$ cat config.mk
export PLATFORM = sky130hd
export DESIGN_NAME = dns_http_packet_classifier_core_flat
export DESIGN_NICKNAME = d
export VERILOG_FILES = /design/src/rtl/dhpc_pkg.sv /design/src/rtl/dhpc_if.sv /design/src/rtl/dns_http_packet_classifier_core.sv /design/src/flat_wrapper.sv
export SDC_FILE = /design/constraint.sdc
export NUM_CORES = 1
export LEC_CHECK = 0
export BUFFER_PORTS_ARGS = -buffer_cell sky130_fd_sc_hd__buf_2
export CAP_MARGIN = 40
export CORE_MARGIN = 10
export CORE_UTILIZATION = 49
export DETAILED_ROUTE_END_ITERATION = 8
export PLACE_DENSITY = 0.7
export RECOVER_POWER = 25
export SYNTH_ARGS = -nofsm -noshare
export SYNTH_HDL_FRONTEND = slang
export SYNTH_SLANG_ARGS = --single-unit
$ cat constraint.sdc
create_clock -name clk -period 15 [get_ports clk]
set_input_delay 1.5 -clock clk [delete_from_list [all_inputs] [get_ports clk]]
set_output_delay 1.5 -clock clk [all_outputs]
set_load 0.05 [all_outputs]
$ cat src/rtl/dhpc_pkg.sv
// ----------------------------------------------------------------------------
// dhpc_pkg
// Shared types and constants for the DNS/HTTP packet classifier: Ethernet
// and IP codes, per-frame parse state and the HTTP method matcher.
// ----------------------------------------------------------------------------
package dhpc_pkg;

  localparam int POS_W = 17;

  localparam logic [15:0] ET_IPV4 = 16'h0800;
  localparam logic [15:0] ET_IPV6 = 16'h86DD;
  localparam logic [15:0] ET_VLAN = 16'h8100;
  localparam logic [15:0] ET_QINQ = 16'h88A8;

  localparam logic [7:0] PROTO_TCP = 8'd6;
  localparam logic [7:0] PROTO_UDP = 8'd17;

  localparam logic [15:0] DNS_PORT_RESET = 16'd53;
  localparam logic [13:0] FRAG_CLEAR     = 14'h0000;

  // Smallest frame that can be kept: Ethernet, minimal IPv4, UDP header.
  localparam logic [15:0] MIN_KEEP_LEN = 16'd42;

  localparam logic [31:0] M_GET     = "GET ";
  localparam logic [39:0] M_POST    = "POST ";
  localparam logic [31:0] M_PUT     = "PUT ";
  localparam logic [47:0] M_PATCH   = "PATCH ";
  localparam logic [55:0] M_DELETE  = "DELETE ";
  localparam logic [39:0] M_HEAD    = "HEAD ";
  localparam logic [63:0] M_OPTIONS = "OPTIONS ";
  localparam logic [63:0] M_CONNECT = "CONNECT ";
  localparam logic [47:0] M_TRACE   = "TRACE ";

  typedef struct packed {
    logic [POS_W-1:0] pos;
    logic [15:0]      etype;
    logic [4:0]       net_start;
    logic [3:0]       hdr_words;
    logic [15:0]      frag;
    logic [15:0]      ip_len;
    logic [7:0]       proto;
    logic [5:0]       tcp_hdr_bytes;
    logic [15:0]      dst_port;
  } frame_state_t;

  localparam frame_state_t FRAME_CLEAR = '{
    pos:           '0,
    etype:         '0,
    net_start:     5'd14,
    hdr_words:     '0,
    frag:          '0,
    ip_len:        '0,
    proto:         '0,
    tcp_hdr_bytes: '0,
    dst_port:      '0
  };

  function automatic logic is_tag(input logic [15:0] et);
    return (et == ET_VLAN) || (et == ET_QINQ);
  endfunction

  // head holds the first eight payload bytes, first byte in the top lane.
  function automatic logic http_method_match(input logic [63:0] head);
    return (head[63:32] == M_GET)    || (head[63:24] == M_POST)  ||
           (head[63:32] == M_PUT)    || (head[63:16] == M_PATCH) ||
           (head[63:8]  == M_DELETE) || (head[63:24] == M_HEAD)  ||
           (head == M_OPTIONS)       || (head == M_CONNECT)      ||
           (head[63:16] == M_TRACE);
  endfunction

endpackage

$ cat src/rtl/dhpc_if.sv
// ----------------------------------------------------------------------------
// dhpc_if
// Valid/ready channels of the classifier: frame bytes in, verdicts out.
// ----------------------------------------------------------------------------
interface dhpc_in_if;
  logic       valid;
  logic       ready;
  logic [7:0] data_byte;
  logic       last;

  modport source (output valid, output data_byte, output last, input ready);
  modport sink   (input valid, input data_byte, input last, output ready);
endinterface

interface dhpc_out_if;
  logic        valid;
  logic        ready;
  logic        keep;
  logic [15:0] verdict_length;

  modport source (output valid, output keep, output verdict_length, input ready);
  modport sink   (input valid, input keep, input verdict_length, output ready);
endinterface

$ cat src/rtl/dns_http_packet_classifier_core.sv
// ----------------------------------------------------------------------------
// dns_http_packet_classifier_core
// Parses Ethernet/VLAN/IPv4/IPv6/UDP/TCP headers one byte per item and
// gives a keep verdict for each frame, with the frame length if it is kept.
// ----------------------------------------------------------------------------
// Throughput: one frame byte per clock while in_if.ready is high.
// After the last byte is accepted, the frame state goes to the snapshot
//   stage and then to the verdict register.
// in_if.ready drops only while a verdict waits in the output register and
//   another one waits behind it in the snapshot stage.
// Reset (rst_n, synchronous, active low) clears parse state and the valid
//   flags of both stages and sets dns_port to 53.
module dns_http_packet_classifier_core
  import dhpc_pkg::*;
#(
  parameter int PREFIX_BYTES = 8
) (
  input  logic        clk,
  input  logic        rst_n,
  dhpc_in_if.sink     in_if,
  dhpc_out_if.source  out_if,
  input  logic        cfg_we,
  input  logic [15:0] cfg_wdata
);

  localparam int IDX_W = $clog2(PREFIX_BYTES);
  localparam logic [POS_W-1:0] POS_MAX = '1;

  logic [15:0]   dns_port_r;
  frame_state_t  fs_r, fs_nxt, upd;
  frame_state_t  snap_r;
  logic          snap_v_r, out_v_r;
  logic          keep_r, keep_nxt;
  logic [15:0]   len_r;
  logic [7:0]    prefix_r      [PREFIX_BYTES];
  logic [7:0]    prefix_nxt    [PREFIX_BYTES];
  logic [7:0]    snap_prefix_r [PREFIX_BYTES];

  logic             in_fire, out_free, snap_adv;
  logic [7:0]       b;
  logic [POS_W-1:0] p, ns_pos, r_off, l4_pos, q_off, po_pos, pf_off;
  logic [6:0]       l4;
  logic [7:0]       po;
  logic             is_ip, pf_we;

  // --------------------------------------------------------------------------
  // Handshake
  // --------------------------------------------------------------------------
  assign in_fire  = in_if.valid && in_if.ready;
  assign out_free = !out_v_r || out_if.ready;
  assign snap_adv = snap_v_r && out_free;
  assign in_if.ready = !snap_v_r || out_free;

  // --------------------------------------------------------------------------
  // Per-byte header parse
  // --------------------------------------------------------------------------
  assign b      = in_if.data_byte;
  assign p      = fs_r.pos;
  assign ns_pos = POS_W'(fs_r.net_start);
  assign r_off  = p - ns_pos;

  // Transport start from settled header fields; it lies past every byte
  // that could still change them.
  assign is_ip  = (fs_r.etype == ET_IPV4) || (fs_r.etype == ET_IPV6);
  assign l4     = (fs_r.etype == ET_IPV4) ?
                  7'(fs_r.net_start) + 7'({fs_r.hdr_words, 2'b00}) :
                  7'(fs_r.net_start) + 7'd40;
  assign l4_pos = POS_W'(l4);
  assign q_off  = p - l4_pos;
  assign po     = 8'(l4) + 8'(fs_r.tcp_hdr_bytes);
  assign po_pos = POS_W'(po);
  assign pf_off = p - po_pos;
  assign pf_we  = in_fire && is_ip && (p >= po_pos) && (pf_off < POS_W'(PREFIX_BYTES));

  always_comb begin
    upd = fs_r;

    if (p == POS_W'(12)) begin
      upd.etype[15:8] = b;
    end
    if (p == POS_W'(13)) begin
      upd.etype[7:0] = b;
      if (is_tag({fs_r.etype[15:8], b})) begin
        upd.net_start = 5'd18;
      end
    end
    if (fs_r.net_start == 5'd18 && p == POS_W'(16)) begin
      upd.etype[15:8] = b;
    end
    if (fs_r.net_start == 5'd18 && p == POS_W'(17)) begin
      upd.etype[7:0] = b;
      if (is_tag({fs_r.etype[15:8], b})) begin
        upd.net_start = 5'd22;
      end
    end
    if (fs_r.net_start == 5'd22 && p == POS_W'(20)) begin
      upd.etype[15:8] = b;
    end
    if (fs_r.net_start == 5'd22 && p == POS_W'(21)) begin
      upd.etype[7:0] = b;
    end

    if (p >= ns_pos) begin
      if (fs_r.etype == ET_IPV4) begin
        if (r_off == POS_W'(0)) upd.hdr_words    = b[3:0];
        if (r_off == POS_W'(2)) upd.ip_len[15:8] = b;
        if (r_off == POS_W'(3)) upd.ip_len[7:0]  = b;
        if (r_off == POS_W'(6)) upd.frag[15:8]   = b;
        if (r_off == POS_W'(7)) upd.frag[7:0]    = b;
        if (r_off == POS_W'(9)) upd.proto        = b;
      end else if (fs_r.etype == ET_IPV6) begin
        if (r_off == POS_W'(4)) upd.ip_len[15:8] = b;
        if (r_off == POS_W'(5)) upd.ip_len[7:0]  = b;
        if (r_off == POS_W'(6)) upd.proto        = b;
      end
    end

    if (is_ip && p >= l4_pos) begin
      if (q_off == POS_W'(2))  upd.dst_port[15:8]  = b;
      if (q_off == POS_W'(3))  upd.dst_port[7:0]   = b;
      if (q_off == POS_W'(12)) upd.tcp_hdr_bytes   = {b[7:4], 2'b00};
    end

    // Saturate the byte count.
    upd.pos = (p == POS_MAX) ? p : p + POS_W'(1);
  end

  always_comb begin
    fs_nxt = fs_r;
    if (in_fire) begin
      fs_nxt = in_if.last ? FRAME_CLEAR : upd;
    end
  end

  always_comb begin
    for (int i = 0; i < PREFIX_BYTES; i++) begin
      prefix_nxt[i] = (pf_we && pf_off[IDX_W-1:0] == IDX_W'(i)) ? b : prefix_r[i];
    end
  end

  // --------------------------------------------------------------------------
  // Verdict from the snapshot of a finished frame
  // --------------------------------------------------------------------------
  logic [POS_W-1:0] v_len, v_ns, v_l4, v_pe, v_po, v_ip_len;
  logic [5:0]       v_ihl;
  logic             v_len_ok, v_net_ok, v_udp_ok, v_tcp_ok;
  logic [63:0]      v_head;

  always_comb begin
    v_len    = snap_r.pos;
    v_ns     = POS_W'(snap_r.net_start);
    v_ihl    = {snap_r.hdr_words, 2'b00};
    v_ip_len = POS_W'(snap_r.ip_len);
    v_len_ok = !v_len[POS_W-1] && (v_len >= POS_W'(14));
    v_net_ok = 1'b0;
    v_l4     = '0;
    v_pe     = '0;

    if (snap_r.etype == ET_IPV4) begin
      v_l4     = v_ns + POS_W'(v_ihl);
      v_pe     = v_ns + v_ip_len;
      v_net_ok = (v_len >= v_ns + POS_W'(20)) && (snap_r.hdr_words >= 4'd5) &&
                 (snap_r.frag[13:0] == FRAG_CLEAR) && (v_pe <= v_len) &&
                 (v_pe >= v_l4);
    end else if (snap_r.etype == ET_IPV6) begin
      v_l4     = v_ns + POS_W'(40);
      v_pe     = v_l4 + v_ip_len;
      v_net_ok = (v_len >= v_l4) && (v_pe <= v_len);
    end

    v_po     = v_l4 + POS_W'(snap_r.tcp_hdr_bytes);
    v_udp_ok = (v_pe >= v_l4 + POS_W'(8)) && (snap_r.dst_port == dns_port_r);

    for (int i = 0; i < 8; i++) begin
      v_head[63 - 8*i -: 8] = snap_prefix_r[i];
    end

    v_tcp_ok = (v_pe >= v_l4 + POS_W'(20)) && (snap_r.tcp_hdr_bytes >= 6'd20) &&
               (v_pe >= v_po + POS_W'(PREFIX_BYTES)) && http_method_match(v_head);

    keep_nxt = v_len_ok && v_net_ok &&
               (((snap_r.proto == PROTO_UDP) && v_udp_ok) ||
                ((snap_r.proto == PROTO_TCP) && v_tcp_ok));
  end

  // --------------------------------------------------------------------------
  // Registers
  // --------------------------------------------------------------------------
  always_ff @(posedge clk) begin
    if (!rst_n) begin
      fs_r       <= FRAME_CLEAR;
      dns_port_r <= DNS_PORT_RESET;
      snap_v_r   <= 1'b0;
      out_v_r    <= 1'b0;
    end else begin
      fs_r <= fs_nxt;
      if (cfg_we) begin
        dns_port_r <= cfg_wdata;
      end
      if (in_fire && in_if.last) begin
        snap_v_r <= 1'b1;
      end else if (snap_adv) begin
        snap_v_r <= 1'b0;
      end
      if (snap_adv) begin
        out_v_r <= 1'b1;
      end else if (out_if.ready) begin
        out_v_r <= 1'b0;
      end
    end
  end

  always_ff @(posedge clk) begin
    if (pf_we) begin
      prefix_r[pf_off[IDX_W-1:0]] <= b;
    end
    if (in_fire && in_if.last) begin
      snap_r <= upd;
      for (int i = 0; i < PREFIX_BYTES; i++) begin
        snap_prefix_r[i] <= prefix_nxt[i];
      end
    end
    if (snap_adv) begin
      keep_r <= keep_nxt;
      len_r  <= keep_nxt ? v_len[15:0] : 16'd0;
    end
  end

  assign out_if.valid          = out_v_r;
  assign out_if.keep           = keep_r;
  assign out_if.verdict_length = len_r;

endmodule

$ cat src/flat_wrapper.sv
// flat-port wrapper written by rule: the top's interface ports become plain ports
module dns_http_packet_classifier_core_flat import dhpc_pkg::*;
#(
  parameter int PREFIX_BYTES = 8
)
  (clk, rst_n, cfg_we, cfg_wdata, in_if_valid, in_if_data_byte, in_if_last, in_if_ready, out_if_valid, out_if_keep, out_if_verdict_length, out_if_ready);
  dhpc_in_if in_if_i ();
  dhpc_out_if out_if_i ();
  input  logic clk;
  input  logic rst_n;
  input  logic cfg_we;
  input  logic [15:0] cfg_wdata;
  input wire logic [$bits(in_if_i.valid)-1:0] in_if_valid;
  input wire logic [$bits(in_if_i.data_byte)-1:0] in_if_data_byte;
  input wire logic [$bits(in_if_i.last)-1:0] in_if_last;
  output wire logic [$bits(in_if_i.ready)-1:0] in_if_ready;
  output wire logic [$bits(out_if_i.valid)-1:0] out_if_valid;
  output wire logic [$bits(out_if_i.keep)-1:0] out_if_keep;
  output wire logic [$bits(out_if_i.verdict_length)-1:0] out_if_verdict_length;
  input wire logic [$bits(out_if_i.ready)-1:0] out_if_ready;
  assign in_if_i.valid = in_if_valid;
  assign in_if_i.data_byte = in_if_data_byte;
  assign in_if_i.last = in_if_last;
  assign in_if_ready = in_if_i.ready;
  assign out_if_valid = out_if_i.valid;
  assign out_if_keep = out_if_i.keep;
  assign out_if_verdict_length = out_if_i.verdict_length;
  assign out_if_i.ready = out_if_ready;
  dns_http_packet_classifier_core #(.PREFIX_BYTES(PREFIX_BYTES)) u_core (.clk(clk), .rst_n(rst_n), .in_if(in_if_i), .out_if(out_if_i), .cfg_we(cfg_we), .cfg_wdata(cfg_wdata));
endmodule
==> impl_metrics.env, run 1 <==
export IMPL_core_um2=41950
export IMPL_post_cts_setup_buffer_count=0
export IMPL_first_pass_iters=5
export IMPL_h_tree_depth=2
export IMPL_rsz0062_at_grt="no"
export IMPL_cellInternalPower_w=0.001701
export IMPL_worstPathArrival_ns=6.54
export IMPL_slew_violations=309
export IMPL_synth_commonest_cells="247 x edfxtp_1, 133 x ha_1, 120 x dfxtp_1"
export IMPL_p_leak_nw=8.859
export IMPL_power_share_clock_pct=43.9
export IMPL_die_h_um=226.0
export IMPL_die_x_um=226.0
export IMPL_min_period_ns=6.253
export IMPL_synth_edf_count=247
export IMPL_drt_first_iter_violations=1238
export IMPL_critPathMaxFanout=16
export IMPL_final_area_um2=22710
export IMPL_ioPinCount=49
export IMPL_yosys_warnings=0
export IMPL_end_kind="register"
export IMPL_dpl_hpwl_mm=36.73
export IMPL_cts_buffers=37
export IMPL_cts_resized_gates=0
export IMPL_tns_ns=0
export IMPL_worstPathCellList="nor3_1 -> nand3_1 -> nor4_4 -> o21ai_0 -> ha_1 -> a21o_1 -> a21o_1 -> a21o_1 -> a21oi_1 -> xnor2_1 -> ha_1 -> o41ai_1 -> a21oi_1 -> a2111oi_0 -> mux2i_1 -> o211a_1 -> or4_1 -> mux2_4"
export IMPL_setup_viol=0
export IMPL_slowest_stage="or4_1"
export IMPL_wire_per_inst_um=21.34
export IMPL_drtAntennaViolNets=0
export IMPL_r2r_slack_ns=8.75
export IMPL_clk_pin_slew_worst_paths_ns=0.06
export IMPL_gp_congestion=0.9391
export IMPL_p_per_area_nw_per_um2=96.57
export IMPL_yosys_area_top_type_share_pct=35.68
export IMPL_skew_ns=0.01406
export IMPL_area_growth_pct=9.239
export IMPL_clkLatencyLatePin_ns=0.55
export IMPL_syn_area_per_cell_um2=11.35
export IMPL_max_cap_viol_count=8
export IMPL_ys_async_sr_fraction_pct=0
export IMPL_grt_first_pass_wirelength_mm=81.15
export IMPL_synth_cell_types=100
export IMPL_cp_start_kind="register"
export IMPL_violations="max-capacitance violations, max-slew violations"
export IMPL_pwr_share_comb_pct=5.6
export IMPL_synth_ff_type="edfxtp_1"
export IMPL_hold_violations=0
export IMPL_cts_buffer_depth=3
export IMPL_synth_nets=2002
export IMPL_cts_sinks=367
export IMPL_numPortBuffers=48
export IMPL_placed_cell_area_um2=21520
export IMPL_wl_mm=51.71
export IMPL_p_seq_share_pct=50.5
export IMPL_p_switching_w=0.0004924
export IMPL_switching_share_pct=22.45
export IMPL_post_synth_top_count_cell="edfxtp_1"
export IMPL_ys_ff_latch=367
export IMPL_clockRootBuffer="clkbuf_16"
export IMPL_slew_headroom_pct=-60.25
export IMPL_cts_tree="done"
export IMPL_antenna_found_initial=1
export IMPL_worstHoldStart="u_core.fs_r[29]$_SDFFE_PN0P_"
export IMPL_criticalPathCategory="reg2reg"
export IMPL_track_usage_pct=19.96
export IMPL_hp_class="reg2reg"
export IMPL_cpPeakStageDelay_ns=0.88
export IMPL_placementRows=75
export IMPL_holdPathEnd="u_core.fs_r[29]$_SDFFE_PN0P_"
export IMPL_hold_buffers=0
export IMPL_timing_rr_end="u_core.snap_prefix_r[1][17]$_DFFE_PP_"
export IMPL_synth_seq_area_share_pct=47.23
export IMPL_final_util_pct=54.14
export IMPL_grt_pass1_vias=14598
export IMPL_finalCritPeriodShare_pct=41.69
export IMPL_timing_rr_start="u_core.fs_r[83]$_SDFFE_PN0P_"
export IMPL_antenna_cells=0
export IMPL_synth_top_area_cell="edfxtp_1"
export IMPL_n_fill_cell=3539
export IMPL_fin_nets=2026
export IMPL_syn_area_um2=20790
export IMPL_ys_top_cells_by_area="edfxtp_1 36%, dfxtp_1 12%, ha_1 8.0%"
export IMPL_cpMostUsedCell="a21o_1"
export IMPL_vias_per_cell=6.140
export IMPL_max_freq_mhz=159.9
export IMPL_worst_slew_pin_slew_ns=2.404
export IMPL_status="finished, violations left"
export IMPL_syn_inst=1832
export IMPL_hold_depth=1
export IMPL_vias=14877
export IMPL_vdd_drop_max_mv=0.07301
export IMPL_grt_overflow=0
export IMPL_grt_max_degree=87
export IMPL_drive_gt1_share_pct=14.49
export IMPL_cp_required_ns=15.29
export IMPL_reg2reg_depth=18
export IMPL_die_area_um2=51060
export IMPL_start_util_pct=49.56
export IMPL_drc=0
[how the worst max path moves through the flow]
stage / end / cells past startpoint / slack, ns / from
after CTS: u_core.snap_prefix_r[1][17]$_DFFE_PP_ / 18 / 8.83 / u_core.fs_r[83]$_SDFFE_PN0P_
after global placement: u_core.snap_prefix_r[0][21]$_DFFE_PP_ / 19 / 8.97 / u_core.fs_r[74]$_SDFFE_PN0P_
after global routing: u_core.snap_prefix_r[1][17]$_DFFE_PP_ / 19 / 8.30 / u_core.fs_r[83]$_SDFFE_PN0P_
after floorplan: u_core.snap_prefix_r[0][0]$_DFFE_PP_ / 6 / 8.74 / out_if_ready
after detailed placement: u_core.snap_prefix_r[1][17]$_DFFE_PP_ / 18 / 8.83 / u_core.fs_r[83]$_SDFFE_PN0P_
final: u_core.snap_prefix_r[1][17]$_DFFE_PP_ / 18 / 8.75 / u_core.fs_r[83]$_SDFFE_PN0P_
[stage by stage]
stage | total power (W) | hold slack [ns] | worst slack, ns | std cells
final | 0.002193 | 0.4736 | 8.747 | 2423
after global routing | 0.002260 | 0.4852 | 8.300 | 2423
after CTS | 0.002213 | 0.4781 | 8.829 | 2421
after detailed placement | 0.001253 | 0.4594 | 8.827 | 2354
after global placement | 0.001247 | 0.4551 | 8.969 | 2344
after floorplan | 0.001209 | 0.4433 | 8.741 | 1832
[logic make-up after synthesis]
group           Yosys count  share of synthesized area (%)
buf+inv                 167                          3.352
mux                     154                          9.233
simple gates            576                          15.77
compound gates          348                          12.33
flops                   367                          47.23
xor+xnor                 80                          3.407
fa+ha+maj               140                          8.679
[critical path, delay by kind of cell, from the launching register on]
kind	cells	cell delay [ns]
adder cells (fa/ha/maj)	2	0.61
AO/OA/AOI/OAI	9	2.29
XOR/XNOR	1	0.09
AND/OR/NAND/NOR	4	2.13
flip-flops	1	0.32
multiplexers	2	0.54
[registers in the layout (all words and copies together), names as in the netlist]
name                          count
u_core.snap_prefix_r             64
u_core.dns_port_r                16
u_core.p                         17
u_core.out_if.keep                1
u_core.v_len                     17
u_core.fs_r                      85
u_core.prefix_r                  64
u_core.snap_r                    85
u_core.snap_v_r                   1
u_core.out_if.valid               1
u_core.out_if.verdict_length     16
[per-layer routing]
layer	vias to the layer above	track usage, %	routed length, um
li1	6971	-	-
met1	7299	25.76	22360
met2	486	33.72	25000
met3	119	2.633	2728
met4	2	7.059	1609
met5	-	0	12
[cell type report]
class | instances | area, um2 | area share [%]
repair buffers | 73 | 370.4 | 1.631
well taps | 539 | 674.4 | 2.970
inverters | 79 | 301.5 | 1.328
multi-input cells | 1298 | 10270 | 45.22
clock buffers | 48 | 1051 | 4.628
flip-flops and latches | 367 | 9819 | 43.24
clock inverters | 19 | 222.7 | 0.9807
[cells in the final DEF (no fill, tap or decap), types with 15 or more instances in the layout]
cell type	count
a21oi_1	66
and3_1	16
nor3_1	39
dfxtp_1	120
o21ai_0	42
mux2_2	64
mux2_4	56
nand3_1	46
nand2_1	99
buf_2	36
ha_1	133
a22o_1	69
xor2_1	26
edfxtp_1	247
xnor2_1	53
or4_1	18
mux2i_1	20
a22oi_1	26
inv_1	77
a21o_1	24
nor4_1	26
o21a_1	15
nor2b_1	56
clkbuf_1	35
clkbuf_16	40
nand4_1	37
nor2_1	101
[power by group through the flow]
stage                     Clock, W  Combinational [W]  Sequential, W
after global placement           0           0.000119        0.00113
final                     0.000963           0.000123        0.00111
after global routing       0.00102           0.000136        0.00111
after detailed placement         0           0.000124        0.00113
after CTS                 0.000981           0.000125        0.00111
after floorplan                  0          0.0000794        0.00113
Power figures use the tool's default switching activity.
==> run 2, diff against run 1 <==
ABC_AREA = 1   (was default)
PLACE_DENSITY = 0.72   (was 0.7)
clock period = 5.02 ns   (was 15 ns; I/O delays follow)
==> run 2 against run 1 <==
Effect of this change: the run still ends with max-capacitance violations, max-slew violations left; flip-flop and latch count did not move; combinational power rose to 3.5 times the previous value; first-iteration DRC count rose by 66%; final cell count rose by 53%; non-clock buffer count rose by 32; clock-buffer cell count rose by 4; via count rose by 42%; clock power rose to 3.1 times the previous value; largest cell class unchanged; utilization rose by 0.99 points; global-route usage rose by 3.6 points; power rose to 3.1 times the previous value; synthesized cell count rose by 64%.
==> impl_metrics.env, run 2 <==
export IMPL_synth_nets=3181
export IMPL_worstPathArrival_ns=5.26
export IMPL_yosys_warnings=0
export IMPL_clk_pin_slew_worst_paths_ns=0.06
export IMPL_dpl_hpwl_mm=49.66
export IMPL_skew_ns=0.02224
export IMPL_post_synth_top_count_cell="nand2_1"
export IMPL_drive_gt1_share_pct=7.526
export IMPL_finalCritPeriodShare_pct=96.37
export IMPL_mostFrequentLayoutCells="837 x nand2_1, 329 x inv_1, 268 x nor2_1"
export IMPL_grt_pass1_vias=19929
export IMPL_core_um2=46750
export IMPL_hp_class="in2reg"
export IMPL_synth_top_area_cell="edfxtp_1"
export IMPL_setup_viol=0
export IMPL_hold_violations=0
export IMPL_reg_top3="u_core.fs_r (85), u_core.snap_r (85)"
export IMPL_cts_buffer_depth=3
export IMPL_tns_ns=0
export IMPL_placementRows=79
export IMPL_cp_start_kind="register"
export IMPL_hold_buffers=0
export IMPL_r2r_slack_ns=0.18
export IMPL_violations="max-capacitance violations, max-slew violations"
export IMPL_ys_async_sr_fraction_pct=0
export IMPL_status="finished, violations left"
export IMPL_grt_first_pass_wirelength_mm=107.7
export IMPL_h_tree_depth=2
export IMPL_ys_ff_latch=367
export IMPL_drtAntennaViolNets=0
export IMPL_synth_commonest_cells="839 x nand2_1, 330 x inv_1, 279 x nor2_1"
export IMPL_final_common_cell="nand2_1"
export IMPL_syn_area_um2=23220
export IMPL_vias=21128
export IMPL_wl_mm=69.41
export IMPL_clkLatencyLatePin_ns=0.58
export IMPL_syn_area_per_cell_um2=7.713
export IMPL_min_period_ns=4.838
export IMPL_cp_required_ns=5.45
export IMPL_antenna_cells=0
export IMPL_die_h_um=237.7
export IMPL_yosys_area_top_type_share_pct=31.94
export IMPL_numPortBuffers=48
export IMPL_critPathMaxFanout=32
export IMPL_fin_total_pwr_w=0.006780
export IMPL_ys_top_cells_by_area="edfxtp_1 32%, nand2_1 14%, dfxtp_1 10%"
export IMPL_start_util_pct=49.67
export IMPL_max_freq_mhz=206.7
export IMPL_die_x_um=237.7
export IMPL_whs_ns=0.1413
export IMPL_slew_headroom_pct=-80.15
export IMPL_first_pass_iters=6
export IMPL_synth_ff_type="edfxtp_1"
export IMPL_n_fill_cell=4265
export IMPL_slew_violations=136
export IMPL_grt_overflow=0
export IMPL_synth_seq_area_share_pct=42.28
export IMPL_criticalPathCategory="reg2reg"
export IMPL_grt_max_degree=88
export IMPL_worst_slew_pin_slew_ns=2.696
export IMPL_drc=0
export IMPL_synth_cell_types=64
export IMPL_cts_buffers=41
export IMPL_p_leak_nw=11.03
export IMPL_vias_per_cell=5.706
export IMPL_syn_inst=3011
export IMPL_clockRootBuffer="clkbuf_16"
export IMPL_max_cap_viol_count=5
export IMPL_antenna_found_initial=0
export IMPL_drt_first_iter_violations=2050
export IMPL_vdd_drop_max_mv=0.2733
export IMPL_cts_tree="done"
export IMPL_final_util_pct=55.13
export IMPL_ioPinCount=49
export IMPL_cts_sinks=367
export IMPL_end_kind="register"
export IMPL_wire_per_inst_um=18.74
export IMPL_fin_nets=3233
export IMPL_track_usage_pct=23.57
export IMPL_area_growth_pct=10.98
export IMPL_p_per_area_nw_per_um2=263.0
export IMPL_synth_edf_count=247
export IMPL_die_area_um2=56510
export IMPL_gp_congestion=0.9950
[run 2: power breakdown]
| part | switching (W) | internal [W] | total [W] |
|---|---|---|---|
| sequential | 0.0000422 | 0.00328 | 0.00332 |
| clock | 0.00128 | 0.00175 | 0.00303 |
| combinational | 0.000325 | 0.000110 | 0.000434 |
| total | 0.00164 | 0.00514 | 0.00678 |
[run 2: metal layers]
layer  track usage [%]  wire (um)
met1             29.79      29170
met2             39.78      32820
met3             3.274       4718
met4             10.04       2696
met5                 0          0
[run 2: worst paths after layout]
| path | start | end | depth (start not counted) |
|---|---|---|---|
| setup / recovery | u_core.fs_r[68]$_SDFFE_PN1P_ | u_core.snap_prefix_r[0][6]$_DFFE_PP_ | 27 |
| hold / removal | cfg_wdata[4] | u_core.dns_port_r[4]$_SDFFE_PN1P_ | 3 |
| setup reg to reg | u_core.fs_r[68]$_SDFFE_PN1P_ | u_core.snap_prefix_r[0][6]$_DFFE_PP_ | 27 |
| hold reg to reg | u_core.fs_r[6]$_SDFFE_PN0P_ | u_core.fs_r[6]$_SDFFE_PN0P_ | 2 |
[run 2: stage by stage]
step                      cell area (um2)  setup WS, ns  instances
after floorplan                     23230        0.3191       3011
after global placement              24150        0.1660       3609
after detailed placement            24200       0.05033       3612
after CTS                           25540       0.02881       3688
after global routing                25780      -0.02023       3703
final                               25780        0.1824       3703
[run 2: critical path, stage by stage (launching register included)]
cell	delay, ns
dfxtp_2	0.34
ha_4	0.16
fa_1	0.56
nor2_2	0.05
nor2_2	0.17
ha_4	0.24
a21oi_2	0.13
inv_1	0.06
a31oi_2	0.18
nor2_1	0.07
o21ai_1	0.14
nand2_1	0.08
xor2_1	0.15
ha_1	0.36
nand2_2	0.09
nor2_2	0.16
nand2_2	0.12
nand2_4	0.13
xor2_1	0.15
nand3_1	0.09
or2_4	0.28
nor2_8	0.16
buf_12	0.12
inv_4	0.03
nor2_8	0.17
clkbuf_16	0.25
nand4_1	0.10
nand2_1	0.13
[run 2: cell type report]
class / count / area (um2) / area share (%)
timing repair buffer: 105 / 769.5 / 2.985
clock inverter: 24 / 229.0 / 0.8883
inverter: 341 / 1282 / 4.975
sequential: 367 / 9822 / 38.10
clock buffer: 52 / 1119 / 4.340
tap: 607 / 759.5 / 2.946
multi-input combinational: 2207 / 11800 / 45.76
[run 2: logic make-up after synthesis]
group / Yosys count / synth area share (%)
AO/OA/AOI/OAI: 308 / 7.235
AND/OR/NAND/NOR: 1699 / 32.92
buffers and inverters: 437 / 7.537
flip-flops: 367 / 42.28
XOR/XNOR: 60 / 2.263
adder cells (fa/ha/maj): 140 / 7.769
[run 2: timing repair]
item,4_1_cts,5_1_grt
buffers inserted,0,13
resized for setup,0,38
setup endpoints to repair,0,145
==> run 3, diff against run 2 <==
CORE_UTILIZATION = 58   (was 49)
PLACE_DENSITY = 0.83   (was 0.72)
==> run 3 against run 2 <==
Effect of this change: the flow still finishes with violations (max-capacitance violations, max-slew violations); register-to-register slack barely moved; sequential share of layout area rose by 0.23 points; non-clock buffer count rose by 8; utilization rose by 9.5 points; combinational power barely moved; design area fell by 0.54%; critical path type unchanged.
==> impl_metrics.env, run 3 (synthesis results as in run 2) <==
export IMPL_status="finished, violations left"
export IMPL_violations="max-capacitance violations, max-slew violations"
export IMPL_die_h_um=220.1
export IMPL_clk_pin_slew_worst_paths_ns=0.06
export IMPL_hold_violations=0
export IMPL_cts_tree="done"
export IMPL_fin_total_pwr_w=0.006697
export IMPL_cpPeakStageDelay_ns=0.53
export IMPL_rsz0062_at_grt="yes"
export IMPL_worstPathArrival_ns=5.27
export IMPL_gp_congestion=1.008
export IMPL_dpl_hpwl_mm=49.05
export IMPL_drc=0
export IMPL_antenna_cells=0
export IMPL_die_area_um2=48450
export IMPL_hp_class="in2reg"
export IMPL_cp_start_kind="register"
export IMPL_start_util_pct=58.59
export IMPL_p_per_area_nw_per_um2=261.2
export IMPL_finalCritPeriodShare_pct=96.26
export IMPL_criticalPathCategory="reg2reg"
export IMPL_max_cap_viol_count=3
export IMPL_placementRows=73
export IMPL_h_tree_depth=2
export IMPL_vias_per_cell=5.937
export IMPL_drtAntennaViolNets=0
export IMPL_cts_buffers=39
export IMPL_drt_first_iter_violations=2373
export IMPL_end_kind="register"
export IMPL_worst_slew_pin_slew_ns=3.219
export IMPL_final_cell_count_no_fill=3624
export IMPL_dp_cells=3532
export IMPL_reg_top3="u_core.fs_r (85), u_core.snap_r (85)"
export IMPL_cts_sinks=367
export IMPL_numPortBuffers=48
export IMPL_min_period_ns=4.832
export IMPL_area_growth_pct=10.38
export IMPL_startpoint="u_core.fs_r[68]$_SDFFE_PN1P_"
export IMPL_dp_slack_ns=-0.06787
export IMPL_timing_rr_start="u_core.fs_r[68]$_SDFFE_PN1P_"
export IMPL_cts_buffer_depth=3
export IMPL_critPathMaxFanout=24
export IMPL_antenna_found_initial=0
export IMPL_ioPinCount=49
export IMPL_vdd_drop_max_mv=0.2682
export IMPL_vias=21514
export IMPL_grt_pass1_vias=20236
export IMPL_first_pass_iters=6
export IMPL_final_common_cell="nand2_1"
export IMPL_fin_nets=3239
export IMPL_clkLatencyLatePin_ns=0.58
export IMPL_p_leak_nw=11.01
export IMPL_worstHoldStart="cfg_wdata[4]"
export IMPL_wl_mm=68.30
export IMPL_mostFrequentLayoutCells="837 x nand2_1, 328 x inv_1, 265 x nor2_1"
export IMPL_slew_violations=127
export IMPL_drive_gt1_share_pct=7.744
export IMPL_clockRootBuffer="clkbuf_16"
export IMPL_cp_required_ns=5.45
export IMPL_worst_slack_ns=0.1877
export IMPL_grt_overflow=0
export IMPL_die_x_um=220.1
export IMPL_wire_per_inst_um=18.85
export IMPL_skew_ns=0.01476
export IMPL_setup_viol=0
export IMPL_slowest_stage="fa_1"
export IMPL_grt_first_pass_wirelength_mm=106.4
export IMPL_hold_buffers=0
export IMPL_grt_max_degree=73
export IMPL_max_freq_mhz=206.9
export IMPL_core_um2=39640
export IMPL_slew_headroom_pct=-114.6
export IMPL_track_usage_pct=27.46
## run 3: cell count changes in the layout (fill, tap and decap cells not counted), moves of 4 or more
cell       delta
clkbuf_16     -4
o21ai_1       +4
clkinv_2      -4
clkbuf_1      +4
buf_4        +11
## run 3: stage by stage
stage	TNS [ns]	util [%]	hold slack (ns)	cell area, um2
after floorplan	0	-	0.4453	23230
after global placement	0	60.73	0.4513	24070
after detailed placement	-3.395	60.78	0.4573	24090
after CTS	0	64.04	0.1254	25390
after global routing	-2.351	64.67	0.1561	25640
final	0	64.67	0.1384	25640
## run 3: final timing paths
path,to,slack (ns),depth (start not counted)
min,u_core.dns_port_r[4]$_SDFFE_PN1P_,0.14,3
max,u_core.snap_prefix_r[0][3]$_DFFE_PP_,0.19,27
min reg2reg,u_core.fs_r[6]$_SDFFE_PN0P_,0.46,2
max reg2reg,u_core.snap_prefix_r[0][3]$_DFFE_PP_,0.19,27
## run 3: critical path, delay by kind of cell, from the launching register on
kind	cells	cell delay [ns]
AO/OA/AOI/OAI	4	0.53
XOR/XNOR	2	0.30
buffers and inverters	4	0.43
flip-flops	1	0.35
adder cells (fa/ha/maj)	4	1.36
AND/OR/NAND/NOR	13	1.69
## run 3: where the power goes
part / switching (W) / internal [W]
logic: 0.000324 / 0.000111
clock network: 0.00125 / 0.00169
registers: 0.0000407 / 0.00328
total: 0.00162 / 0.00508
## run 3: layout make-up
class | count | area, um2
Multi-Input combinational cell | 2207 | 11830
Clock inverter | 21 | 250.2
Sequential cell | 367 | 9827
Timing Repair Buffer | 113 | 747.0
Fill cell | 3288 | 14000
Clock buffer | 50 | 1039
Inverter | 341 | 1282
Tap cell | 525 | 656.9
## run 3: layer usage
layer	global-route usage [%]	wire, um	vias up
li1	-	-	10221
met2	45.47	32150	1041
met1	34.41	26940	10018
met4	13.88	3526	0
met3	4.196	5672	234
met5	0	0	-
## run 3: repair_timing
item | 4_1_cts | 5_1_grt
hold endpoints to repair | 0 | 0
setup buffers | 0 | 21
gates cloned | 0 | 0
gates resized for setup | 1 | 52
pin swaps | 0 | 30
endpoints found under the setup margin | 64 | 145
